$ cat config.mk
export PLATFORM = sky130hd
export DESIGN_NAME = bbr_fifo
export DESIGN_NICKNAME = d
export VERILOG_FILES = /design/src/design/bbr_pkg.sv /design/src/design/bbr_fifo.sv
export SDC_FILE = /design/constraint.sdc
export NUM_CORES = 1
export LEC_CHECK = 0
export ABC_AREA = 0
export BUFFER_PORTS_ARGS = -buffer_cell sky130_fd_sc_hd__clkbuf_2
export CAP_MARGIN = 15
export CORE_UTILIZATION = 45
export CTS_BUF_LIST = sky130_fd_sc_hd__clkbuf_4 sky130_fd_sc_hd__clkbuf_8
export DETAILED_ROUTE_END_ITERATION = 8
export HOLD_SLACK_MARGIN = 0.1
export PLACE_DENSITY = 0.81
export RECOVER_POWER = 25
export SLEW_MARGIN = 20
export SYNTH_ARGS = -nofsm -noshare
export SYNTH_HDL_FRONTEND = slang
export SYNTH_SLANG_ARGS = --single-unit
$ cat constraint.sdc
create_clock -name clk -period 2.5 [get_ports clk]
set_input_delay 0.625 -clock clk [delete_from_list [all_inputs] [get_ports clk]]
set_output_delay 0.625 -clock clk [all_outputs]
set_load 0.005 [all_outputs]
$ cat src/design/bbr_pkg.sv
// Shared types and constants for the 7x7 RGB box blur.
// No dependencies; bbr_front, bbr_back, bbr_fifo and the top level import this package.
package bbr_pkg;

	localparam int ROW_W      = 16;
	localparam int CH_W       = 8;
	localparam int PIX_W      = 3 * CH_W;
	localparam int IMG_W_BITS = 11;
	localparam int CFG_DATA_W = 16;
	localparam int CFG_IDX_W  = 2;

	localparam logic [CFG_IDX_W-1:0] REG_WIDTH  = 2'd0;
	localparam logic [CFG_IDX_W-1:0] REG_HEIGHT = 2'd1;

	localparam logic [IMG_W_BITS-1:0] WIDTH_RESET  = 11'd640;
	localparam logic [ROW_W-1:0]      HEIGHT_RESET = 16'd480;

	localparam logic OP_PIXEL = 1'b0;
	localparam logic OP_DRAIN = 1'b1;

	typedef struct packed {
		logic [ROW_W-1:0] row;
		logic [ROW_W-1:0] height;
		logic             frame_end;
	} job_t;

	typedef struct packed {
		logic [CH_W-1:0] red;
		logic [CH_W-1:0] green;
		logic [CH_W-1:0] blue;
		logic            frame_end;
	} res_t;

endpackage

$ cat src/design/bbr_fifo.sv
// Two-entry result queue between the back end and the result ports.
// Depends on bbr_pkg.
module bbr_fifo (
	input  logic          clk,
	input  logic          arst_n,
	input  logic          wr,
	input  bbr_pkg::res_t din,
	output logic          wfull,
	input  logic          rd,
	output logic          rempty,
	output bbr_pkg::res_t dout
);
	import bbr_pkg::*;

	res_t       ent_q [2];
	logic       wp_q, rp_q;
	logic [1:0] cnt_q;
	logic       do_wr, do_rd;

	assign wfull  = (cnt_q == 2'd2);
	assign rempty = (cnt_q == 2'd0);
	assign do_wr  = wr & ~wfull;
	assign do_rd  = rd & ~rempty;
	assign dout   = ent_q[rp_q];

	always_ff @(posedge clk) begin
		if (do_wr) begin
			ent_q[wp_q] <= din;
		end
	end

	always_ff @(posedge clk or negedge arst_n) begin
		if (!arst_n) begin
			wp_q  <= 1'b0;
			rp_q  <= 1'b0;
			cnt_q <= 2'd0;
		end else begin
			if (do_wr) begin
				wp_q <= ~wp_q;
			end
			if (do_rd) begin
				rp_q <= ~rp_q;
			end
			cnt_q <= cnt_q + 2'(do_wr) - 2'(do_rd);
		end
	end

endmodule

==> flow_metrics.py <==
metrics = {
    "status": {
        "run_status": "complete, no violations",
    },
    "clock_tree": {
        "root_buffer": "clkbuf_8",
        "htree_levels": 2,
        "cts_made_buffers": 5,
        "cts_sinks": 54,
        "tritoncts": "done",
        "clkTransAtPathRegs_ps": 100,
        "clock_latency_ps": 310,
        "cts_max_path_buffers": 2,
    },
    "pwr": {
        "ir_worst_vdd_mv": 0.6463,
        "sw_frac_of_total_pct": 28.51,
        "switchingPower_mw": 0.7846,
        "p_leak_nw": 1.005,
        "seqPwrFrac_pct": 48.2,
        "power_frac_comb_pct": 34.5,
        "p_clk_share_pct": 17.3,
        "power.total_mw": 2.752,
        "powerDensity_nw_per_um2": 1089,
        "intPower_mw": 1.968,
    },
    "cells_and_area": {
        "fill_cells": 346,
        "diodes": 0,
        "drive_above_1_share_pct": 48.75,
        "area_delta_synth_final_pct": 19.96,
        "layout.nets": 190,
    },
    "sta": {
        "setup_viol_count_final": 0,
        "rsz0062_at_grt": "false",
        "relSlewSlack_pct": 75.29,
        "hold_viol": 0,
        "slew_violations": 0,
        "fin_skew_ps": 6.733,
        "fin_setup_tns_ps": 0,
        "period_minus_slack_ps": 2177,
        "fin_crit_sh_pct": 87.08,
        "fmax_mhz": 459.4,
        "tightest_slew_ps": 370.3,
    },
    "critical_path": {
        "endpoint": "dout[3]",
        "cp-start-kind": "register",
        "crit_fanout": 21,
        "critPathArrivalTime_ps": 1550,
        "r2r-start": "cnt_q[1]",
        "worst-setup-path-type": "register to output pin",
        "r2r-end": "ent_q[0][10]",
        "worstRegToRegCells": 4,
        "crit_path_end_kind": "output pin",
        "ff2ff_setup_slack_ps": 790,
        "crit_start": "rp_q",
        "required_ps": 1880,
    },
    "placed_design": {
        "gp_congestion": 0.7276,
        "portBuffers": 55,
        "hpwl_um": 2405,
    },
    "routing": {
        "drt_iter0_markers": 52,
        "routedWlPerCell_um": 15.86,
        "vias": 1045,
        "wl_um": 3362,
        "final_antenna_net_count": 0,
        "via_per_inst": 4.929,
        "dr.pass1.iters": 4,
        "drc": 0,
    },
    "global_routing": {
        "overflow": 0,
        "first_global_vias": 1102,
        "grt_first_pass_wirelength_um": 5382,
        "antenna_found_initial": 0,
        "gr-usage-all-layers_pct": 14.91,
        "grt_max_degree": 22,
    },
    "synthesis": {
        "ys_top_cells_by_area": "edfxtp_1, mux2_4, dfrtp_1, mux2_2, buf_12",
        "syn_inst": 96,
        "synth_area_leader_cell": "edfxtp_1",
        "synthesis.area_um2": 2106,
        "postSynth.asyncResetShare_pct": 7.407,
        "syn-num-nets": 127,
        "synth_most_common_cell": "edfxtp_1",
        "synth-main-ff-cell": "edfxtp_1",
        "ys_top_cells_by_count": "edfxtp_1, mux2_4, mux2_2, dfrtp_1, xnor2_1",
        "yosys_register_bits": 54,
        "yosysSeqAreaShare_pct": 76.05,
        "syn_area_per_cell_um2": 21.94,
        "yosysWarnings": 0,
        "synth_cell_type_count": 15,
        "synth_top_area_share_pct": 71.30,
        "synth_edf_count": 50,
    },
    "die": {
        "die_y_um": 70.41,
        "ioPinCount": 56,
        "row_count": 24,
        "die_w_um": 70.41,
        "start_util_pct": 47.70,
        "core_area_um2": 4414,
        "dieArea_um2": 4957,
    },
    "worst_hold_path": {
        "hold_class": "input port to register",
        "min_from": "din[20]",
    },
    "job": {
        "cap_violations": 0,
    },
}
## layout make-up
| type | count | area (um^2) | share of cell area [%] |
|---|---|---|---|
| multi-input combinational | 37 | 447.9 | 17.73 |
| clock buffer | 5 | 68.82 | 2.724 |
| tap | 52 | 65.06 | 2.576 |
| clock inverter | 3 | 20.02 | 0.7925 |
| sequential | 54 | 1602 | 63.40 |
| inverter | 2 | 7.507 | 0.2972 |
| timing repair buffer | 59 | 315.3 | 12.48 |
## power by group through the flow
| stage | registers [mW] | clock network (mW) | logic, mW |
|---|---|---|---|
| floorplan | 1.31 | 0 | 0.691 |
| global placement | 1.33 | 0 | 0.935 |
| detailed placement | 1.35 | 0 | 0.968 |
| CTS | 1.33 | 0.496 | 0.975 |
| global route | 1.35 | 0.533 | 1.03 |
| finish | 1.33 | 0.476 | 0.950 |
## per-stage QoR
step / worst slack [ps] / util, % / instances / hold slack [ps] / cell area [um^2]
final: 323.1 / 57.23 / 212 / 504.6 / 2526
after detailed placement: 647.4 / 55.39 / 203 / 449.1 / 2445
after floorplan: 308.4 / - / 96 / 329.4 / 2106
after global placement: 701.7 / 55.39 / 203 / 435.8 / 2445
after CTS: 304.6 / 57.40 / 211 / 104.8 / 2534
after global routing: 227.0 / 57.23 / 212 / 478.9 / 2526
## cells by family after synthesis
family | share of synthesized area (%)
xor+xnor | 1.664
buf+inv | 2.793
flops | 76.05
simple gates | 1.545
fa+ha+maj | 1.188
mux | 16.76
## sequential cells by signal (all words and copies together) (netlist names)
register and cells:
ent_q 50, cnt_q 2, rp_q 1, wp_q 1
## cells in the final DEF (no fill, tap or decap), types with 2 or more instances in the layout
master / count
xnor2_1: 3
clkbuf_8: 5
buf_12: 2
edfxtp_1: 50
mux2_2: 6
mux2_4: 19
clkbuf_2: 41
clkbuf_1: 14
dfrtp_1: 4
inv_1: 2
ha_1: 2
## repair_timing
action	CTS	global route
gates resized for setup	0	0
endpoints found under the hold margin	0	4
hold buffers	0	1
setup endpoints to repair	0	0
buffers inserted	0	0
## layer usage
layer	wire length [um]	global-route usage [%]
met1	1404	18.00
met2	1695	23.70
met3	250	6.926
met4	12	4.667
met5	0	0
## worst min path at each step
stage                   end  cells after the start  slack, ps
3_3_place_gp       cnt_q[0]                      1        440
6_report       ent_q[0][20]                      1        500
4_1_cts            cnt_q[1]                      1        100
2_1_floorplan      cnt_q[0]                      0        330
3_5_place_dp           wp_q                      1        450
5_1_grt        ent_q[0][20]                      1        480
## critical path, stage by stage (launching register included)
cell and delay, ps:
dfrtp_1 520, buf_12 250, mux2_2 360, clkbuf_2 110
No activity file was read; power rests on OpenSTA's default activity.
