[src/design/bbr_pkg.sv]
// Shared types and constants for the 7x7 RGB box blur.
// No dependencies; bbr_front, bbr_back, bbr_fifo and the top level import this package.
package bbr_pkg;

	localparam int ROW_W      = 16;
	localparam int CH_W       = 8;
	localparam int PIX_W      = 3 * CH_W;
	localparam int IMG_W_BITS = 11;
	localparam int CFG_DATA_W = 16;
	localparam int CFG_IDX_W  = 2;

	localparam logic [CFG_IDX_W-1:0] REG_WIDTH  = 2'd0;
	localparam logic [CFG_IDX_W-1:0] REG_HEIGHT = 2'd1;

	localparam logic [IMG_W_BITS-1:0] WIDTH_RESET  = 11'd640;
	localparam logic [ROW_W-1:0]      HEIGHT_RESET = 16'd480;

	localparam logic OP_PIXEL = 1'b0;
	localparam logic OP_DRAIN = 1'b1;

	typedef struct packed {
		logic [ROW_W-1:0] row;
		logic [ROW_W-1:0] height;
		logic             frame_end;
	} job_t;

	typedef struct packed {
		logic [CH_W-1:0] red;
		logic [CH_W-1:0] green;
		logic [CH_W-1:0] blue;
		logic            frame_end;
	} res_t;

endpackage

[src/design/bbr_back.sv]
// Back end: sweeps the window through the row store, accumulates the three
// channel sums and divides them by the pixel count. Depends on bbr_pkg.
module bbr_back #(
	parameter int MAX_WIDTH = 1024,
	parameter int RADIUS = 3,
	localparam int ROWS = 2 * RADIUS + 2,
	localparam int CW = $clog2(MAX_WIDTH),
	localparam int WW = $clog2(MAX_WIDTH + 1),
	localparam int SW = $clog2(ROWS),
	localparam int AW = $clog2(ROWS * MAX_WIDTH)
) (
	input  logic                      clk,
	input  logic                      arst_n,
	input  logic                      start,
	input  bbr_pkg::job_t             job,
	input  logic [CW-1:0]             job_col,
	input  logic [WW-1:0]             job_width,
	input  logic [SW-1:0]             job_slot,
	output logic                      idle,
	output logic [AW-1:0]             raddr,
	input  logic [bbr_pkg::PIX_W-1:0] rdata,
	output logic                      res_push,
	output bbr_pkg::res_t             res,
	input  logic                      res_full
);
	import bbr_pkg::*;

	localparam int WIN  = 2 * RADIUS + 1;
	localparam int DW   = $clog2(WIN + 1);
	localparam int CNTW = $clog2(WIN * WIN + 1);
	localparam int SUMW = $clog2(255 * WIN * WIN + 1);
	localparam int STW  = $clog2(SUMW);

	typedef enum logic [5:0] {
		ST_IDLE  = 6'b000001,
		ST_SETUP = 6'b000010,
		ST_SWEEP = 6'b000100,
		ST_FLUSH = 6'b001000,
		ST_DIV   = 6'b010000,
		ST_DONE  = 6'b100000
	} state_t;

	state_t           state_q;
	logic [ROW_W-1:0] row_q, h_q;
	logic             fe_q;
	logic [CW-1:0]    col_q, c0_q, c1_q, cur_col_q;
	logic [WW-1:0]    w_q;
	logic [SW-1:0]    slot_q, cur_slot_q;
	logic [DW-1:0]    rows_left_q;
	logic [CNTW-1:0]  cnt_q;
	logic             rvalid_s1;
	logic [SUMW-1:0]  sum_q [3];
	logic [CNTW-1:0]  rem_q [3];
	logic [STW-1:0]   step_q;

	logic [ROW_W-1:0] r0, r1, hm1;
	logic [ROW_W:0]   rtop;
	logic [DW-1:0]    nrows, ncols;
	logic [SW-1:0]    d, s0;
	logic [CW-1:0]    c0, c1;
	logic [CW:0]      ctop, wm1;
	logic             row_end;
	logic [CNTW:0]    rem_sh [3];
	logic             qbit [3];

	always_comb begin
		r0    = (row_q >= ROW_W'(RADIUS)) ? row_q - ROW_W'(RADIUS) : '0;
		rtop  = (ROW_W + 1)'(row_q) + (ROW_W + 1)'(RADIUS);
		hm1   = h_q - ROW_W'(1);
		r1    = (rtop > (ROW_W + 1)'(hm1)) ? hm1 : rtop[ROW_W-1:0];
		nrows = DW'(r1 - r0 + ROW_W'(1));
		d     = SW'(row_q - r0);
		s0    = (slot_q >= d) ? slot_q - d
		        : SW'((SW + 1)'(slot_q) + (SW + 1)'(ROWS) - (SW + 1)'(d));
		c0    = (col_q >= CW'(RADIUS)) ? col_q - CW'(RADIUS) : '0;
		ctop  = (CW + 1)'(col_q) + (CW + 1)'(RADIUS);
		wm1   = (CW + 1)'(w_q - WW'(1));
		c1    = (ctop > wm1) ? CW'(wm1) : CW'(ctop);
		ncols = DW'(c1 - c0 + CW'(1));
	end

	always_comb begin
		for (int i = 0; i < 3; i++) begin
			rem_sh[i] = {rem_q[i], sum_q[i][SUMW-1]};
			qbit[i]   = (rem_sh[i] >= (CNTW + 1)'(cnt_q));
		end
	end

	assign row_end  = (cur_col_q == c1_q);
	assign raddr    = AW'(cur_slot_q) * AW'(MAX_WIDTH) + AW'(cur_col_q);
	assign idle     = (state_q == ST_IDLE);
	assign res_push = (state_q == ST_DONE) & ~res_full;

	assign res.red       = sum_q[0][CH_W-1:0];
	assign res.green     = sum_q[1][CH_W-1:0];
	assign res.blue      = sum_q[2][CH_W-1:0];
	assign res.frame_end = fe_q;

	always_ff @(posedge clk or negedge arst_n) begin
		if (!arst_n) begin
			state_q   <= ST_IDLE;
			rvalid_s1 <= 1'b0;
		end else begin
			rvalid_s1 <= (state_q == ST_SWEEP);
			case (state_q)
				ST_IDLE: begin
					if (start) begin
						state_q <= ST_SETUP;
					end
				end
				ST_SETUP: state_q <= ST_SWEEP;
				ST_SWEEP: begin
					if (row_end && rows_left_q == DW'(1)) begin
						state_q <= ST_FLUSH;
					end
				end
				ST_FLUSH: state_q <= ST_DIV;
				ST_DIV: begin
					if (step_q == STW'(SUMW - 1)) begin
						state_q <= ST_DONE;
					end
				end
				ST_DONE: begin
					if (!res_full) begin
						state_q <= ST_IDLE;
					end
				end
				default: state_q <= ST_IDLE;
			endcase
		end
	end

	always_ff @(posedge clk) begin
		if (state_q == ST_IDLE && start) begin
			row_q  <= job.row;
			h_q    <= job.height;
			fe_q   <= job.frame_end;
			col_q  <= job_col;
			w_q    <= job_width;
			slot_q <= job_slot;
		end
		if (state_q == ST_SETUP) begin
			c0_q        <= c0;
			c1_q        <= c1;
			cur_col_q   <= c0;
			cur_slot_q  <= s0;
			rows_left_q <= nrows;
			cnt_q       <= CNTW'(nrows) * CNTW'(ncols);
			step_q      <= '0;
			for (int i = 0; i < 3; i++) begin
				sum_q[i] <= '0;
				rem_q[i] <= '0;
			end
		end
		if (state_q == ST_SWEEP) begin
			if (row_end) begin
				cur_col_q   <= c0_q;
				cur_slot_q  <= (cur_slot_q == SW'(ROWS - 1)) ? '0 : cur_slot_q + SW'(1);
				rows_left_q <= rows_left_q - DW'(1);
			end else begin
				cur_col_q <= cur_col_q + CW'(1);
			end
		end
		if (rvalid_s1) begin
			for (int i = 0; i < 3; i++) begin
				sum_q[i] <= sum_q[i] + SUMW'(rdata[PIX_W - 1 - CH_W * i -: CH_W]);
			end
		end
		if (state_q == ST_DIV) begin
			step_q <= step_q + STW'(1);
			for (int i = 0; i < 3; i++) begin
				rem_q[i] <= qbit[i] ? CNTW'(rem_sh[i] - (CNTW + 1)'(cnt_q)) : CNTW'(rem_sh[i]);
				sum_q[i] <= {sum_q[i][SUMW-2:0], qbit[i]};
			end
		end
	end

endmodule

[config.mk]
export PLATFORM = sky130hd
export DESIGN_NAME = bbr_back
export DESIGN_NICKNAME = d
export VERILOG_FILES = /design/src/design/bbr_pkg.sv /design/src/design/bbr_back.sv
export SDC_FILE = /design/constraint.sdc
export NUM_CORES = 1
export LEC_CHECK = 0
export ABC_AREA = 1
export BUFFER_PORTS_ARGS = -buffer_cell sky130_fd_sc_hd__buf_2
export CORE_ASPECT_RATIO = 0.7
export CORE_UTILIZATION = 60
export CTS_BUF_LIST = sky130_fd_sc_hd__clkbuf_8
export DETAILED_ROUTE_END_ITERATION = 10
export MAX_ROUTING_LAYER = met4
export PLACE_DENSITY = 0.81
export SLEW_MARGIN = 40
export SYNTH_ARGS = -nofsm -noshare
export SYNTH_HDL_FRONTEND = slang
export SYNTH_SLANG_ARGS = --single-unit
export TNS_END_PERCENT = 10
[constraint.sdc]
create_clock -name clk -period 9.97 [get_ports clk]
set_input_delay 2.991 -clock clk [delete_from_list [all_inputs] [get_ports clk]]
set_output_delay 2.991 -clock clk [all_outputs]
set_load 0.02 [all_outputs]
==> flow_summary_export.csv <==
group,metric,value,unit
run_status,status,"finished with violations",
run_status,violations,"design-rule violations",
cts,cts_resized,0,
logic_synthesis,synth_top_area_cell,"edfxtp_1",
setup_path,worstPathMaxFanout,2,
cells_and_area,insertedDiodeCount,0,
cells_and_area,num-fill-cells,1425,
cts,cts_buffers,17,
global_route,overflow,0,
setup_path,crit_chain,"buf_2 -> nor2_1 -> buf_2",
power,p_per_area,320,mW/mm²
global_route,grt_usage,0.256,
floorplan,start_util,0.619,
logic_synthesis,yosysSeqAreaShare,0.446,
placement,place_ws,3.63,ns
logic_synthesis,syn_area,0.0112,mm²
setup_path,cp_slowest_cell,"buf_2",
setup_path,r2r_slack,3.84,ns
logic_synthesis,syn_nets,1423,
cells_and_area,fin_nets,1530,
setup_path,cp-start-kind,"primary input",
setup_path,crit_buf_inv,2,
routing,routed_via_density,5.46,
logic_synthesis,avgSynthCellArea,9.11,µm²
hold_path,hp-start,"rows_left_q[0]",
logic_synthesis,ys.warnings.count,0,
routing,wl_per_cell,14.7,µm
global_route,grt_antenna_before_repair,0,
placement,gp_congestion,0.920,
logic_synthesis,async_reset_ff_frac,0.0412,
cts,root_buffer,"clkbuf_8",
sta,setup_ws,3.63,ns
power,ir_drop,0.285,mV
routing,ant_nets,0,
power,p_total,3.96,mW
setup_path,arrival,3.35,ns
logic_synthesis,synth_top_flop_cell,"edfxtp_1",
sta,finClkSkew,0.0135,ns
flow_run,maxCapViolCount,0,
cts,insertion_delay,0.47,ns
placement,post-dp-hpwl,17300,µm
hold_path,whs_endpoint,"rows_left_q[0]",
sta,period_minus_slack,6.34,ns
routing,drt_first_pass_iters,9,
routing,drtIter0Drc,842,
setup_path,crit_path_end_kind,"primary output",
hold_path,hold_depth,1,
setup_path,r2r-end,"cnt_q[4]",
routing,drc_errors,6,
floorplan,die_w,166,µm
setup_path,crit_family,"buffers and inverters",
logic_synthesis,netlist.area_leader.share,0.419,
cts,post-cts-setup-buffers,0,
cells_and_area,fin_util,0.681,
hold_path,hp-class,"reg -> reg",
sta,hold_viol,0,
global_route,grt_pass1_wl,37900,µm
cts,cts_buffer_depth,2,
placement,io_buffers,124,
logic_synthesis,synthCells,1234,
sta,setup_violations,0,
cells_and_area,area_growth,10.0,%
setup_path,slowest_delay,0.16,ns
cts,path_clk_slew,0.09,ns
logic_synthesis,ys_types,57,
cts,cts_tree,"built",
sta,relSlewSlack,0.526,
global_route,grt_pass1_vias,8025,
floorplan,core.rowCount,41,
power,p_leak,5.53,nW
floorplan,core_region_area,0.0182,mm²
setup_path,ff2ff_path_depth,26,
cts,cts_sinks,170,
logic_synthesis,synth_seq_cells,170,
sta,fmax,0.158,GHz
floorplan,io_pins,125,
sta,drv_slew,0,
sta,rsz0062_at_grt,"no",
sta,fin_crit_sh,0.636,
logic_synthesis,synth-edff-count,157,
logic_synthesis,synthTopCellsByArea,"edfxtp_1 (42%), ha_1 (11%), nand2_1 (7.6%)",
cts,holdBufCountCts,0,
global_route,grt_max_degree,58,
floorplan,die_h,117,µm
cts,htreeDepth,4,
sta,tns,0,ns
setup_path,r2r-start,"col_q[0]",
routing,routed-via-count,8687,
routing,wirelength,23300,µm
setup_path,crit_type,"in -> out",
sta,worst_slew_pin_slew,0.711,ns
setup_path,required,6.98,ns
setup_path,crit_top_cell,"buf_2",
cells_and_area,drive_gt1_frac,0.148,
floorplan,dieArea,0.0193,mm²
[synth_stat cells (8+ instances only)]
library cell and instances:
buf_2 9, nand4_1 13, xnor2_1 33, edfxtp_1 157, nor2_1 117, nand3_1 35, nand2_1 227, buf_4 25
o211ai_1 9, o21ai_1 8, o21ai_0 78, fa_1 9, inv_1 169, xor2_1 57, a21oi_1 65, o22ai_1 9
nor3_1 26, ha_1 95
[power by group]
group          switching [mW]  internal, mW  total [mW]
Sequential              0.194          1.15        1.35
Clock                   0.279         0.254       0.533
Combinational            1.31         0.777        2.08
Total                    1.78          2.18        3.96
[cell families after synthesis]
group                    after synthesis  synth area share
AND/OR/NAND/NOR                      449             0.175
buffers and inverters                217            0.0827
AO/OA/AOI/OAI                        204             0.105
flip-flops                           170             0.446
adder cells (fa/ha/maj)              104             0.122
XOR/XNOR                              90            0.0701
[per-layer routing]
metal	global-route usage	up-vias	share of wire
met2	0.391	287	0.44
met4	0.0791	0	0.015
met1	0.348	4002	0.48
li1	-	4362	-
met3	0.0502	36	0.064
met5	-	-	0
[metrics by stage]
step                      cells  hold WS [ns]  area [µm²]
after global placement     1558         0.459       11900
after floorplan            1234         0.440       11200
after detailed placement   1558         0.465       12000
after CTS                  1590         0.480       12400
final                      1590         0.481       12400
after global routing       1590         0.511       12400
[flip-flops by register name (all words and copies together), names as in the netlist, 4 cells and up]
signal     flops
sum_q         42
rem_q         18
h_q           16
row_q         16
w_q           11
c0_q          10
c1_q          10
col_q         10
cur_col_q     10
cnt_q          6
state_q        6
step_q         4
[cells in the final DEF (no fill, tap or decap), types with 5 or more instances in the layout]
| cell | count |
|---|---|
| a21oi_1 | 65 |
| a31oi_1 | 7 |
| buf_2 | 124 |
| buf_4 | 5 |
| clkbuf_8 | 17 |
| dfrtp_1 | 6 |
| dfxtp_1 | 6 |
| edfxtp_1 | 157 |
| fa_1 | 9 |
| ha_1 | 95 |
| inv_1 | 170 |
| inv_2 | 6 |
| inv_6 | 6 |
| nand2_1 | 226 |
| nand3_1 | 34 |
| nand4_1 | 13 |
| nor2_1 | 117 |
| nor3_1 | 25 |
| o211ai_1 | 9 |
| o21ai_0 | 78 |
| o21ai_1 | 8 |
| o22ai_1 | 9 |
| or2_2 | 6 |
| xnor2_1 | 33 |
| xor2_1 | 57 |
[area by class of cell]
cell class	count	area, µm²	share of cell area
Clock inverter	15	188	0.0152
Tap cell	236	295	0.0239
Multi-Input combinational cell	847	5320	0.430
Timing Repair Buffer	129	658	0.0532
Clock buffer	17	234	0.0189
Sequential cell	170	5010	0.405
Inverter	176	663	0.0536
[worst max-delay path by stage]
stage	start	to	slack [ns]	cells past startpoint
3_3_place_gp	res_full	res_push	3.63	3
4_1_cts	res_full	res_push	3.63	3
2_1_floorplan	res_full	col_q[0]	2.24	3
6_report	res_full	res_push	3.63	3
3_5_place_dp	res_full	res_push	3.63	3
5_1_grt	col_q[0]	cnt_q[3]	3.28	26
Note: power is estimated with default switching activity, not from simulation.
