$ cat src/design/bbr_pkg.sv
// Shared types and constants for the 7x7 RGB box blur.
// No dependencies; bbr_front, bbr_back, bbr_fifo and the top level import this package.
package bbr_pkg;

	localparam int ROW_W      = 16;
	localparam int CH_W       = 8;
	localparam int PIX_W      = 3 * CH_W;
	localparam int IMG_W_BITS = 11;
	localparam int CFG_DATA_W = 16;
	localparam int CFG_IDX_W  = 2;

	localparam logic [CFG_IDX_W-1:0] REG_WIDTH  = 2'd0;
	localparam logic [CFG_IDX_W-1:0] REG_HEIGHT = 2'd1;

	localparam logic [IMG_W_BITS-1:0] WIDTH_RESET  = 11'd640;
	localparam logic [ROW_W-1:0]      HEIGHT_RESET = 16'd480;

	localparam logic OP_PIXEL = 1'b0;
	localparam logic OP_DRAIN = 1'b1;

	typedef struct packed {
		logic [ROW_W-1:0] row;
		logic [ROW_W-1:0] height;
		logic             frame_end;
	} job_t;

	typedef struct packed {
		logic [CH_W-1:0] red;
		logic [CH_W-1:0] green;
		logic [CH_W-1:0] blue;
		logic            frame_end;
	} res_t;

endpackage

$ cat src/design/bbr_front.sv
// Front end: configuration registers, position counters, row store writes and
// the decision whether an item yields a result. Depends on bbr_pkg.
module bbr_front #(
	parameter int MAX_WIDTH = 1024,
	parameter int RADIUS = 3,
	localparam int ROWS = 2 * RADIUS + 2,
	localparam int CW = $clog2(MAX_WIDTH),
	localparam int WW = $clog2(MAX_WIDTH + 1),
	localparam int SW = $clog2(ROWS),
	localparam int AW = $clog2(ROWS * MAX_WIDTH)
) (
	input  logic                               clk,
	input  logic                               arst_n,
	input  logic                               push,
	output logic                               full,
	input  logic                               opcode,
	input  logic [bbr_pkg::CH_W-1:0]           red_in,
	input  logic [bbr_pkg::CH_W-1:0]           green_in,
	input  logic [bbr_pkg::CH_W-1:0]           blue_in,
	input  logic                               wr_en,
	input  logic [bbr_pkg::CFG_IDX_W-1:0]      wr_index,
	input  logic [bbr_pkg::CFG_DATA_W-1:0]     wr_data,
	input  logic                               back_idle,
	output logic                               start,
	output bbr_pkg::job_t                      job,
	output logic [CW-1:0]                      job_col,
	output logic [WW-1:0]                      job_width,
	output logic [SW-1:0]                      job_slot,
	output logic                               we,
	output logic [AW-1:0]                      waddr,
	output logic [bbr_pkg::PIX_W-1:0]          wdata
);
	import bbr_pkg::*;

	localparam int EW = (WW > IMG_W_BITS) ? WW : IMG_W_BITS;
	localparam int LW = ROW_W + WW + 1;

	logic [IMG_W_BITS-1:0] width_q;
	logic [ROW_W-1:0]      height_q;
	logic [CW-1:0]         in_col_q, out_col_q;
	logic [ROW_W-1:0]      in_row_q, out_row_q;
	logic [SW-1:0]         in_slot_q, out_slot_q;
	logic [LW-1:0]         in_lin_q, out_lin_q;

	logic [WW-1:0]    w;
	logic [ROW_W-1:0] h;
	logic [LW-1:0]    total, delay, n;
	logic             accept, is_pixel, done, do_write, past_end, emit, last_out, clear;
	logic [CW:0]      in_col_inc, out_col_inc;
	logic             in_wrap, out_wrap, cfg_hit;

	always_comb begin
		if (width_q == '0) begin
			w = WW'(1);
		end else if (EW'(width_q) > EW'(MAX_WIDTH)) begin
			w = WW'(MAX_WIDTH);
		end else begin
			w = WW'(width_q);
		end
	end

	assign h        = (height_q == '0) ? ROW_W'(1) : height_q;
	assign total    = LW'(w) * LW'(h);
	assign delay    = LW'(RADIUS) * LW'(w) + LW'(RADIUS);
	assign full     = ~back_idle;
	assign accept   = push & ~full;
	assign is_pixel = (opcode == OP_PIXEL);
	assign done     = (in_row_q >= h);
	assign do_write = accept & ~done & is_pixel;
	assign n        = do_write ? in_lin_q + LW'(1) : in_lin_q;
	assign past_end = (out_lin_q >= total);
	assign emit     = ~past_end & (done | (is_pixel & (n >= out_lin_q + delay + LW'(1))));
	assign last_out = (out_lin_q == total - LW'(1));
	assign start    = accept & emit;
	assign cfg_hit  = wr_en & ((wr_index == REG_WIDTH) || (wr_index == REG_HEIGHT));
	assign clear    = cfg_hit | (accept & past_end) | (start & last_out);

	assign in_col_inc  = (CW + 1)'(in_col_q) + (CW + 1)'(1);
	assign out_col_inc = (CW + 1)'(out_col_q) + (CW + 1)'(1);
	assign in_wrap     = (LW'(in_col_inc) >= LW'(w));
	assign out_wrap    = (LW'(out_col_inc) >= LW'(w));

	assign we    = do_write;
	assign waddr = AW'(in_slot_q) * AW'(MAX_WIDTH) + AW'(in_col_q);
	assign wdata = {red_in, green_in, blue_in};

	assign job.row       = out_row_q;
	assign job.height    = h;
	assign job.frame_end = last_out;
	assign job_col       = out_col_q;
	assign job_width     = w;
	assign job_slot      = out_slot_q;

	always_ff @(posedge clk or negedge arst_n) begin
		if (!arst_n) begin
			width_q  <= WIDTH_RESET;
			height_q <= HEIGHT_RESET;
		end else if (wr_en) begin
			if (wr_index == REG_WIDTH) begin
				width_q <= wr_data[IMG_W_BITS-1:0];
			end
			if (wr_index == REG_HEIGHT) begin
				height_q <= wr_data[ROW_W-1:0];
			end
		end
	end

	always_ff @(posedge clk or negedge arst_n) begin
		if (!arst_n) begin
			in_col_q   <= '0;
			in_row_q   <= '0;
			in_slot_q  <= '0;
			in_lin_q   <= '0;
			out_col_q  <= '0;
			out_row_q  <= '0;
			out_slot_q <= '0;
			out_lin_q  <= '0;
		end else if (clear) begin
			in_col_q   <= '0;
			in_row_q   <= '0;
			in_slot_q  <= '0;
			in_lin_q   <= '0;
			out_col_q  <= '0;
			out_row_q  <= '0;
			out_slot_q <= '0;
			out_lin_q  <= '0;
		end else begin
			if (do_write) begin
				in_lin_q <= in_lin_q + LW'(1);
				if (in_wrap) begin
					in_col_q  <= '0;
					in_row_q  <= in_row_q + ROW_W'(1);
					in_slot_q <= (in_slot_q == SW'(ROWS - 1)) ? '0 : in_slot_q + SW'(1);
				end else begin
					in_col_q <= CW'(in_col_inc);
				end
			end
			if (start) begin
				out_lin_q <= out_lin_q + LW'(1);
				if (out_wrap) begin
					out_col_q  <= '0;
					out_row_q  <= out_row_q + ROW_W'(1);
					out_slot_q <= (out_slot_q == SW'(ROWS - 1)) ? '0 : out_slot_q + SW'(1);
				end else begin
					out_col_q <= CW'(out_col_inc);
				end
			end
		end
	end

endmodule

$ cat config.mk
export PLATFORM = sky130hd
export DESIGN_NAME = bbr_front
export DESIGN_NICKNAME = d
export VERILOG_FILES = /design/src/design/bbr_pkg.sv /design/src/design/bbr_front.sv
export SDC_FILE = /design/constraint.sdc
export NUM_CORES = 1
export LEC_CHECK = 0
export BUFFER_PORTS_ARGS = -buffer_cell sky130_fd_sc_hd__buf_2
export CAP_MARGIN = 20
export CORE_ASPECT_RATIO = 1.5
export CORE_MARGIN = 3
export CORE_UTILIZATION = 44
export DETAILED_ROUTE_END_ITERATION = 6
export GPL_TIMING_DRIVEN = 0
export PLACE_DENSITY_LB_ADDON = 0.05
export SLEW_MARGIN = 20
export SYNTH_ARGS = -nofsm -noshare
export SYNTH_HDL_FRONTEND = slang
export SYNTH_SLANG_ARGS = --single-unit
$ cat constraint.sdc
create_clock -name clk -period 10.6 [get_ports clk]
set_clock_uncertainty 0.1 [all_clocks]
set_input_delay 1.06 -clock clk [delete_from_list [all_inputs] [get_ports clk]]
set_output_delay 1.06 -clock clk [all_outputs]
set_load 0.05 [all_outputs]
==> PnR_summary.wiki, run 1 <==
{| class="wikitable"
! Metric !! Value
|-
| Fin nets || 2563
|-
| Largest driver fanout on the critical path || 11
|-
| Buffer and inverter count on the worst path || 10
|-
| Post-Syn Nets || 2416
|-
| Worst Hold Endpoint || width_q[6]$_DFFE_PN0P_
|-
| Synth warn || 0
|-
| Critical path's slowest cell || dfrtp_1
|-
| Area taken by multi-input logic gates || 0.01269 mm²
|-
| Synth top cells by count || 218 x inv_1, 196 x ha_1, 190 x nand2_1
|-
| TritonCTS Buffers || 17
|-
| Count of final hold-check violations || 0
|-
| Crit-path max cell delay || 0.59 ns
|-
| Pins Over Slew Limit || 0
|-
| Initial core utilization || 0.4457
|-
| Setup Viol. Count Final || 0
|-
| Avg WL per Cell || 19.61 µm
|-
| Total number of vias || 14890
|-
| Nature of the critical path startpoint || register
|-
| Actual slew at the worst max-slew pin || 1.056 ns
|-
| Yosys top cell area share || 0.1923
|-
| Run status || complete, but fails checks
|-
| First-pass GRT wire length || 83.10 mm
|-
| Worst Hold Path Cells || 1
|-
| Share of the cycle needed by the critical path after routing || 0.9635
|-
| Clock tree buffer depth || 2
|-
| Clock tree from TritonCTS || done
|-
| Synthesized netlist cell count || 2037
|-
| Post-Syn Area || 0.01757 mm²
|-
| Vias in the first global route || 15280
|-
| Filler instances || 3897
|-
| Routed vias/inst || 5.520
|-
| CTS sink count || 141
|-
| Share of cells above drive strength 1 || 0.1370
|-
| Register bit total from synthesis || 141
|-
| Synth area leader || dfrtp_1
|-
| HPWL Detailed || 43.03 mm
|-
| Synthesized area divided by synthesized cell count || 8.624 µm²
|-
| Number of enable flip-flop cells after synthesis || 0
|-
| Final TNS setup || 0 ns
|-
| Top-Level Pins || 145
|-
| Reg2reg setup slack || 0.56 ns
|-
| Crit path depth || 34
|-
| Full die area || 0.04241 mm²
|-
| CTS Hold Buffers Added || 0
|-
| Antenna violation net count after detailed routing || 0
|-
| Number of remaining DRC errors || 1
|-
| Cell family with most CP delay || adder cells
|-
| Final min period || 10.21 ns
|-
| Later-pin clock latency in the skew report || 0.45 ns
|-
| Worst slew margin relative to its limit || 0.2897
|-
| Data required, critical path || 9.44 ns
|-
| FF+latch area || 0.003536 mm²
|-
| First-pass iteration count of the detailed router || 7
|-
| Share of flip-flops with an asynchronous set or reset || 1.000
|-
| H-tree depth || 4
|-
| Failing checks || DRC
|-
| Total routing resource utilization after global routing || 0.2511
|-
| Global placer's final weighted congestion || 0.9241
|-
| Main synth FF type || dfrtp_1
|-
| Residual overflow from global routing || 0
|-
| Data arrival time of the worst path || 9.05 ns
|-
| Core outline area || 0.03942 mm²
|-
| Sort of element at the end of the critical path || output pin
|-
| Ranking of synthesized cells by area || dfrtp_1 19%, fa_1 15%, ha_1 14%, inv_1 4.7%, nand2_1 4.1%
|-
| Distinct cell type count after synthesis || 86
|-
| Cell chosen for the clock root || clkbuf_16
|-
| Die Y || 250.7 µm
|-
| Total wirelength of the detailed-routed design || 52.88 mm
|-
| Sequential fraction of the synthesis area || 0.2013
|-
| Upper clock frequency limit || 97.91 MHz
|-
| Post-synthesis to final-layout area growth || 11.52%
|-
| Number of max-cap violations || 0
|-
| Width of the die || 169.2 µm
|-
| DRT iter0 DRCs || 737
|-
| Most frequently used cell type in the post-synthesis netlist || inv_1
|-
| Launch instance of the worst min-delay path || width_q[6]$_DFFE_PN0P_
|-
| Input/output buffers || 120
|-
| Start of the worst register-to-register path || width_q[10]$_DFFE_PN0P_
|-
| Worst r2r path cells || 34
|-
| Largest net degree at the start of global routing || 81
|-
| Standard-cell row count || 89
|-
| Path category of the worst min-delay check || register to register
|-
| Diodes inserted || 0
|-
| RSZ-0062 raised after global routing || true
|-
| Antenna violations before repair || 0
|-
| Post-CTS clock slew at the launch and capture registers of the worst setup and hold paths || 0.07 ns
|-
| Setup CP Type || register to output pin
|-
| Endpoint of the worst register-to-register path || job_col[4]$_DFFE_PN0P_
|}
cells by family (layout without fill, tap and decap cells):
logic type | after synthesis | after routing | synth area share
compound gates | 345 | 345 | 0.1297
xor+xnor | 148 | 148 | 0.07378
fa+ha+maj | 331 | 331 | 0.2934
buf+inv | 344 | 504 | 0.08083
flops | 141 | 141 | 0.2013
mux | 39 | 39 | 0.02414
simple gates | 689 | 689 | 0.1969
layer usage:
layer,part of all wire,track usage,vias to the layer above,wire (µm)
met4,0.040,0.09401,0,2099
met1,0.39,0.2882,7322,20810
met3,0.026,0.02652,101,1375
met5,0,0,-,0
met2,0.54,0.4744,277,28590
li1,-,-,7187,-
sequential cells by signal, summed over array words and instances, names as in the netlist:
register	flops
job_slot	3
out_row_q	16
in_lin_q	28
height_q	16
width_q	11
job_col	10
out_lin_q	28
in_row_q	16
in_slot_q	3
in_col_q	10
area by class of cell:
| class | count | share of cell area |
|---|---|---|
| Clock inverter | 12 | 0.006578 |
| Multi-Input combinational cell | 1552 | 0.6477 |
| Sequential cell | 141 | 0.1805 |
| Buffer | 117 | 0.03065 |
| Inverter | 226 | 0.04362 |
| Clock buffer | 20 | 0.02280 |
| Tap cell | 500 | 0.03193 |
| Timing Repair Buffer | 129 | 0.03627 |
worst register-to-register path, delay by kind of cell (launching register included):
kind / cells / cell delay, ns
buffers and inverters: 11 / 2.17
adders and majority gates: 7 / 3.23
and+or+nand+nor: 10 / 2.18
AOI/OAI and AO/OA: 6 / 1.63
DFF: 1 / 0.59
through the flow:
step	std cells	cell area [µm²]	setup WS [ns]	hold slack, ns	utilization
after floorplan	2037	17570	1.121	0.3803	-
after global placement	2657	18790	-1.263	0.3901	0.4768
after detailed placement	2658	18840	-1.341	0.3951	0.4780
after CTS	2690	19460	0.006687	0.4330	0.4937
after global routing	2697	19590	-0.1938	0.4619	0.4970
final	2697	19590	0.3864	0.4312	0.4970
how the worst max path moves through the flow:
| stage | start | to | slack, ns |
|---|---|---|---|
| final | width_q[10]$_DFFE_PN0P_ | start | 0.39 |
| after global routing | width_q[5]$_DFFE_PN0P_ | start | -0.19 |
| after CTS | width_q[5]$_DFFE_PN0P_ | start | 0.007 |
| after detailed placement | width_q[5]$_DFFE_PN0P_ | out_row_q[5]$_DFFE_PN0P_ | -1.34 |
| after global placement | width_q[5]$_DFFE_PN0P_ | out_row_q[8]$_DFFE_PN0P_ | -1.26 |
| after floorplan | width_q[5]$_DFFE_PN0P_ | start | 1.12 |
layout by cell type, fill, tap and decap left out, drive strengths merged, types with 5 or more instances in the layout:
cell type / instances
a211oi: 6
a21o: 27
a21oi: 107
a31oi: 6
and2: 37
and3: 49
and4: 11
buf: 171
clkbuf: 94
clkinv: 5
dfrtp: 135
dfstp: 6
fa: 135
ha: 196
inv: 229
mux2: 27
mux2i: 12
nand2: 190
nand2b: 14
nand3: 52
nand3b: 6
nand4: 26
nor2: 183
nor2b: 18
nor3: 28
nor4: 14
o2111ai: 19
o211ai: 21
o21a: 20
o21ai: 73
o21bai: 9
o31ai: 15
or2: 8
or3: 19
or4: 21
xnor2: 77
xor2: 71
timing repair:
| action | CTS | global route |
|---|---|---|
| setup endpoints to repair | 114 | 113 |
| hold endpoints to repair | 0 | 0 |
| gates resized for setup | 20 | 29 |
| setup buffers | 1 | 7 |
| pin swaps | 1 | 4 |
Power of run 1 is not shown: default switching activity piles up to over one toggle a cycle in this logic, so the estimate is an artifact.
==> run 2, diff against run 1 <==
--- a/config.mk
+++ b/config.mk
@@ -8,7 +8,6 @@
 export BUFFER_PORTS_ARGS = -buffer_cell sky130_fd_sc_hd__buf_2
 export CAP_MARGIN = 20
 export CORE_ASPECT_RATIO = 1.5
-export CORE_MARGIN = 3
 export CORE_UTILIZATION = 44
 export DETAILED_ROUTE_END_ITERATION = 6
 export GPL_TIMING_DRIVEN = 0
==> run 2 against run 1 <==
Net effect: the flow now finishes without violations; setup slack gained 0.057 ns; first-iteration DRC count shrank 16%; register-to-register slack better by 0.06 ns; critical path depth is 3 lower; maximum frequency is 0.56% higher; clock-buffer cell count unchanged; core utilization is 0.25 points higher; cell count barely moved; non-clock buffer count down 2; sequential share of layout area barely moved; sequential cell count is the same.
==> PnR_summary.wiki, run 2 (synthesis gave the netlist of run 1 again) <==
{| class="wikitable"
! Metric !! Value
|-
| Core outline area || 0.03931 mm² (-0.28%)
|-
| Most frequent cells in the layout || 217 x inv_1, 195 x ha_1, 190 x nand2_1, 181 x nor2_1
|-
| Share of the cycle needed by the critical path after routing || 0.9582 (-0.005347)
|-
| Data required, critical path || 9.44 ns (about the same)
|-
| Routed vias/inst || 5.512 (-0.14%)
|-
| Final min period || 10.16 ns (-0.05668 ns)
|-
| Initial core utilization || 0.4469 (+0.001262)
|-
| Largest driver fanout on the critical path || 11 (unchanged)
|-
| Full die area || 0.04075 mm² (-3.9%)
|-
| Setup CP Type || register to output pin
|-
| Cell with the most instances on the worst path || inv_1
|-
| Cell chosen for the clock root || clkbuf_16
|-
| Antenna violation net count after detailed routing || 0 (unchanged)
|-
| Total wirelength of the detailed-routed design || 51.91 mm (-1.8%)
|-
| Sort of element at the end of the critical path || output pin
|-
| Reg2reg setup slack || 0.62 ns (+0.06 ns)
|-
| Nature of the critical path startpoint || register
|-
| Number of max-cap violations || 0 (unchanged)
|-
| Actual slew at the worst max-slew pin || 1.062 ns (+0.006091 ns)
|-
| H-tree depth || 4 (unchanged)
|-
| Post-synthesis to final-layout area growth || 11.77%
|-
| Count of final hold-check violations || 0 (unchanged)
|-
| Run status || completed
|-
| Path category of the worst min-delay check || input pin to async pin
|-
| Global placer's final weighted congestion || 0.9242 (about the same)
|-
| Later-pin clock latency in the skew report || 0.45 ns (about the same)
|-
| Data arrival time of the worst path || 9.00 ns (-0.05 ns)
|-
| Avg WL per Cell || 19.26 µm (-1.8%)
|-
| Least setup slack across all paths after layout || 0.4431 ns (+0.05668 ns)
|-
| First-pass iteration count of the detailed router || 5 (-2)
|-
| Standard-cell row count || 89 (unchanged)
|-
| Largest net degree at the start of global routing || 81 (unchanged)
|-
| First-pass GRT wire length || 81.68 mm (-1.7%)
|-
| Diodes inserted || 0 (unchanged)
|-
| Top-Level Pins || 145 (unchanged)
|-
| Fin nets || 2561 (-0.078%)
|-
| Worst slew margin relative to its limit || 0.2856 (-0.004099)
|-
| Post-CTS clock slew at the launch and capture registers of the worst setup and hold paths || 0.07 ns (about the same)
|-
| Number of remaining DRC errors || 0 (-1)
|-
| Die Y || 246.7 µm (-1.6%)
|-
| Residual overflow from global routing || 0 (unchanged)
|-
| DRT iter0 DRCs || 616 (-16%)
|-
| Start of the worst register-to-register path || width_q[10]$_DFFE_PN0P_
|-
| Total number of vias || 14860 (-0.21%)
|-
| Biggest registers after layout || in_lin_q x28, out_lin_q x28
|-
| Share of cells above drive strength 1 || 0.1380 (+0.001036)
|-
| Setup Viol. Count Final || 0 (unchanged)
|-
| Width of the die || 165.2 µm (-2.4%)
|-
| TritonCTS Buffers || 17 (unchanged)
|-
| CTS Hold Buffers Added || 0 (unchanged)
|-
| Pre-CTS WS || -1.360 ns (-0.01949 ns)
|-
| Vias in the first global route || 14960 (-2.1%)
|-
| Worst r2r path cells || 34 (unchanged)
|-
| Clock tree buffer depth || 2 (unchanged)
|-
| HPWL Detailed || 42.40 mm (-1.5%)
|-
| Antenna violations before repair || 0 (unchanged)
|-
| Critical path's slowest cell || or4b_2
|-
| Crit-path max cell delay || 0.67 ns (+0.08 ns)
|-
| Endpoint of the worst register-to-register path || out_lin_q[25]$_DFFE_PN0P_
|-
| Input/output buffers || 120 (unchanged)
|-
| CTS sink count || 141 (unchanged)
|-
| Clock tree from TritonCTS || done
|-
| Total routing resource utilization after global routing || 0.2642 (+0.01311)
|-
| Upper clock frequency limit || 98.46 MHz (+0.56%)
|-
| Most common library cell in the layout ignoring fill and taps || inv_1
|-
| Pins Over Slew Limit || 0 (unchanged)
|}
==> run 2: changes by cell type in the layout (fill, tap and decap cells not counted), moves of 2 or more <==
cell	change
clkbuf_1	+2
clkbuf_2	-3
nor4_1	-2
buf_2	-2
clkbuf_4	+2
==> run 2: critical path, delay by kind of cell (launching register included) <==
family                     cells  cell delay [ns]
AOI/OAI and AO/OA              6             1.35
DFF                            1             0.60
buffers and inverters         11             1.82
and+or+nand+nor                6             1.24
xor gates and xnor gates       1             0.31
adders and majority gates      7             3.22
==> run 2: worst max-delay path by stage <==
stage                             startpoint                        to  slack, ns  depth (start not counted)
CTS                  height_q[9]$_DFFE_PN0P_  out_row_q[6]$_DFFE_PN0P_      0.005                         33
global placement      width_q[5]$_DFFE_PN0P_  out_row_q[8]$_DFFE_PN0P_      -1.24                         39
floorplan             width_q[5]$_DFFE_PN0P_                     start       1.12                         35
finish               width_q[10]$_DFFE_PN0P_                     start       0.44                         31
global route        height_q[11]$_DFFE_PN0P_                     start     -0.004                         33
detailed placement    width_q[5]$_DFFE_PN0P_  out_row_q[8]$_DFFE_PN0P_      -1.36                         39
==> run 2: repair_timing <==
item                                    in CTS  in global routing
buffers inserted                             1                  6
gates resized for setup                     18                 36
endpoints found under the setup margin     114                113
pin swaps                                    1                  3
endpoints found under the hold margin        0                  0
==> run 2: layer usage <==
layer	part of all wire	track usage
met5	0	0
met1	0.40	0.2997
met4	0.036	0.1036
met2	0.54	0.4951
met3	0.023	0.02835
==> run 2: area by class of cell <==
class                      instances  area [µm²]
buffer                           116       589.3
clock buffer                      20       446.7
clock inverter                    12       151.4
fill                            3837       19670
inverter                         226       860.8
multi-input combinational       1552       12730
sequential                       141        3536
tap                              500       625.6
timing repair buffer             128       693.2
==> run 2: per-stage QoR <==
stage / cell area, µm² / TNS, ns / hold WS (ns) / std cells / util
global placement: 18790 / -85.01 / 0.3912 / 2657 / 0.4781
finish: 19640 / 0 / 0.4206 / 2695 / 0.4995
detailed placement: 18840 / -94.57 / 0.3966 / 2658 / 0.4794
CTS: 19480 / 0 / 0.4346 / 2689 / 0.4955
global route: 19640 / -0.003975 / 0.4630 / 2695 / 0.4995
floorplan: 17570 / 0 / 0.3803 / 2037 / -
Power of run 2 is left out for the same reason.
==> run 3, diff against run 2 <==
--- a/config.mk
+++ b/config.mk
@@ -7,8 +7,10 @@
 export LEC_CHECK = 0
 export BUFFER_PORTS_ARGS = -buffer_cell sky130_fd_sc_hd__buf_2
 export CAP_MARGIN = 20
+export CELL_PAD_IN_SITES_DETAIL_PLACEMENT = 1
+export CELL_PAD_IN_SITES_GLOBAL_PLACEMENT = 2
 export CORE_ASPECT_RATIO = 1.5
-export CORE_UTILIZATION = 44
+export CORE_UTILIZATION = 38
 export DETAILED_ROUTE_END_ITERATION = 6
 export GPL_TIMING_DRIVEN = 0
 export PLACE_DENSITY_LB_ADDON = 0.05
==> run 3 against run 2 <==
Net effect: die area grew 16%; via count up 2.6%; maximum frequency down 0.57%; critical path depth grew 4; critical path type unchanged.
==> PnR_summary.wiki, run 3 (synthesis gave the netlist of run 1 again) <==
{| class="wikitable"
! Metric !! Value
|-
| Standard-cell row count || 96 (+7.9%)
|-
| Initial core utilization || 0.3849 (-0.06203)
|-
| Clock tree buffer depth || 2 (unchanged)
|-
| Antenna violation net count after detailed routing || 0 (unchanged)
|-
| First-pass GRT wire length || 94.46 mm (+16%)
|-
| Most utilized layer in the global route result || met2
|-
| Placed instance area || 0.01899 mm² (+0.78%)
|-
| Data required, critical path || 9.44 ns (about the same)
|-
| Die Y || 265.3 µm (+7.5%)
|-
| Total routing resource utilization after global routing || 0.2662 (+0.002020)
|-
| TritonCTS Buffers || 17 (unchanged)
|-
| Number of remaining DRC errors || 0 (unchanged)
|-
| Vias in the first global route || 16420 (+9.8%)
|-
| Buffer and inverter count on the worst path || 9 (-2)
|-
| DRT iter0 DRCs || 568 (-7.8%)
|-
| Start of the worst register-to-register path || width_q[5]$_DFFE_PN0P_
|-
| Post-CTS clock slew at the launch and capture registers of the worst setup and hold paths || 0.06 ns (about the same)
|-
| Upper clock frequency limit || 97.89 MHz (-0.57%)
|-
| Number of max-cap violations || 0 (unchanged)
|-
| CTS sink count || 141 (unchanged)
|-
| Later-pin clock latency in the skew report || 0.47 ns (+0.02 ns)
|-
| First-pass iteration count of the detailed router || 4 (-1)
|-
| Instance count after placement with tap cells included || 2748 (+3.4%)
|-
| Core outline area || 0.04564 mm² (+16%)
|-
| Residual overflow from global routing || 0 (unchanged)
|-
| Run status || completed
|-
| Cell with the most instances on the worst path || inv_1
|-
| CTS Hold Buffers Added || 0 (unchanged)
|-
| Largest driver fanout on the critical path || 11 (unchanged)
|-
| Crit-path max cell delay || 0.60 ns (-0.07 ns)
|-
| H-tree depth || 4 (unchanged)
|-
| Cell family with most CP delay || adder cells
|-
| Non-filler cells, final || 2786 (+3.4%)
|-
| Worst slew margin relative to its limit || 0.3328 (+0.04716)
|-
| Met2 track demand over resource in global routing || 0.5076 (+0.01252)
|-
| Met3 Resource Use GR || 0.02687 (-0.001474)
|-
| Path category of the worst min-delay check || input pin to async pin
|-
| Clock tree from TritonCTS || done
|-
| Least setup slack across all paths after layout || 0.3844 ns (-0.05872 ns)
|-
| Top-Level Pins || 145 (unchanged)
|-
| HPWL Detailed || 50.01 mm (+18%)
|-
| Setup Viol. Count Final || 0 (unchanged)
|-
| Global placer's final weighted congestion || 0.8476 (-8.3%)
|-
| Met1 layer usage reported by global route || 0.3023 (+0.002546)
|-
| Input/output buffers || 120 (unchanged)
|-
| Total wirelength of the detailed-routed design || 61.08 mm (+18%)
|-
| Pre-CTS WS || -1.293 ns (+0.06722 ns)
|-
| Diodes inserted || 0 (unchanged)
|-
| Width of the die || 177.6 µm (+7.5%)
|-
| Final min period || 10.22 ns (+0.05872 ns)
|-
| Most common library cell in the layout ignoring fill and taps || inv_1
|-
| Avg WL per Cell || 21.92 µm (+14%)
|-
| Total number of vias || 15250 (+2.6%)
|-
| Actual slew at the worst max-slew pin || 0.9917 ns (-0.07009 ns)
|-
| Final TNS setup || 0 ns (unchanged)
|-
| Nature of the critical path startpoint || register
|-
| Pins Over Slew Limit || 0 (unchanged)
|-
| Largest net degree at the start of global routing || 78 (-3.7%)
|-
| Most frequent cells in the layout || 217 x inv_1, 195 x ha_1, 190 x nand2_1, 181 x nor2_1
|-
| Layout Cell Area excl Fill || 0.01983 mm² (+1.0%)
|-
| Cell chosen for the clock root || clkbuf_16
|-
| Critical path's slowest cell || or4_4
|-
| Share of cells above drive strength 1 || 0.1438 (+0.005726)
|-
| Setup CP Type || register to output pin
|-
| Full die area || 0.04711 mm² (+16%)
|-
| Worst setup path startpoint || width_q[5]$_DFFE_PN0P_
|-
| RSZ-0062 raised after global routing || false
|-
| Sort of element at the end of the critical path || output pin
|-
| Biggest registers after layout || in_lin_q x28, out_lin_q x28
|-
| Post-synthesis to final-layout area growth || 12.89%
|-
| Share of the cycle needed by the critical path after routing || 0.9637 (+0.005540)
|-
| Count of final hold-check violations || 0 (unchanged)
|-
| Data arrival time of the worst path || 9.06 ns (+0.06 ns)
|-
| Antenna violations before repair || 0 (unchanged)
|-
| Routed vias/inst || 5.473 (-0.71%)
|-
| Fin nets || 2564 (+0.12%)
|-
| Filler instances || 5472 (+43%)
|}
run 3: routing by layer:
metal,up-vias,wire (µm)
met2,188,33860
li1,7181,-
met3,69,1165
met5,-,0
met1,7810,24430
met4,0,1620
run 3: layout make-up:
cell class,count,area [µm²],share of cell area
Multi-Input combinational cell,1552,12770,0.6437
Clock buffer,19,442.9,0.02233
Sequential cell,141,3536,0.1783
Timing Repair Buffer,134,753.2,0.03798
Clock inverter,13,155.1,0.007823
Buffer,113,574.3,0.02896
Inverter,226,869.6,0.04385
Tap cell,588,735.7,0.03710
run 3: through the flow:
step	hold slack [ns]	util
floorplan	0.3803	-
global placement	0.4057	0.4142
detailed placement	0.4247	0.4161
CTS	0.4355	0.4314
global route	0.4545	0.4345
finish	0.4357	0.4345
run 3: timing repair:
action	4_1_cts	5_1_grt
pin swaps	4	3
gates resized for setup	26	36
buffers inserted	4	7
setup endpoints to repair	114	113
endpoints found under the hold margin	0	0
run 3: final timing paths:
path	cells past startpoint	end	slack, ns
max reg2reg	32	job_col[5]$_DFFE_PN0P_	0.52
min in group clk	1	height_q[0]$_DFFE_PN0P_	0.44
max in group asynchronous	2	width_q[7]$_DFFE_PN1P_	9.09
max	35	start	0.38
min	1	out_lin_q[22]$_DFFE_PN0P_	0.44
min reg2reg	1	height_q[0]$_DFFE_PN0P_	0.44
Power of run 3 is left out for the same reason.
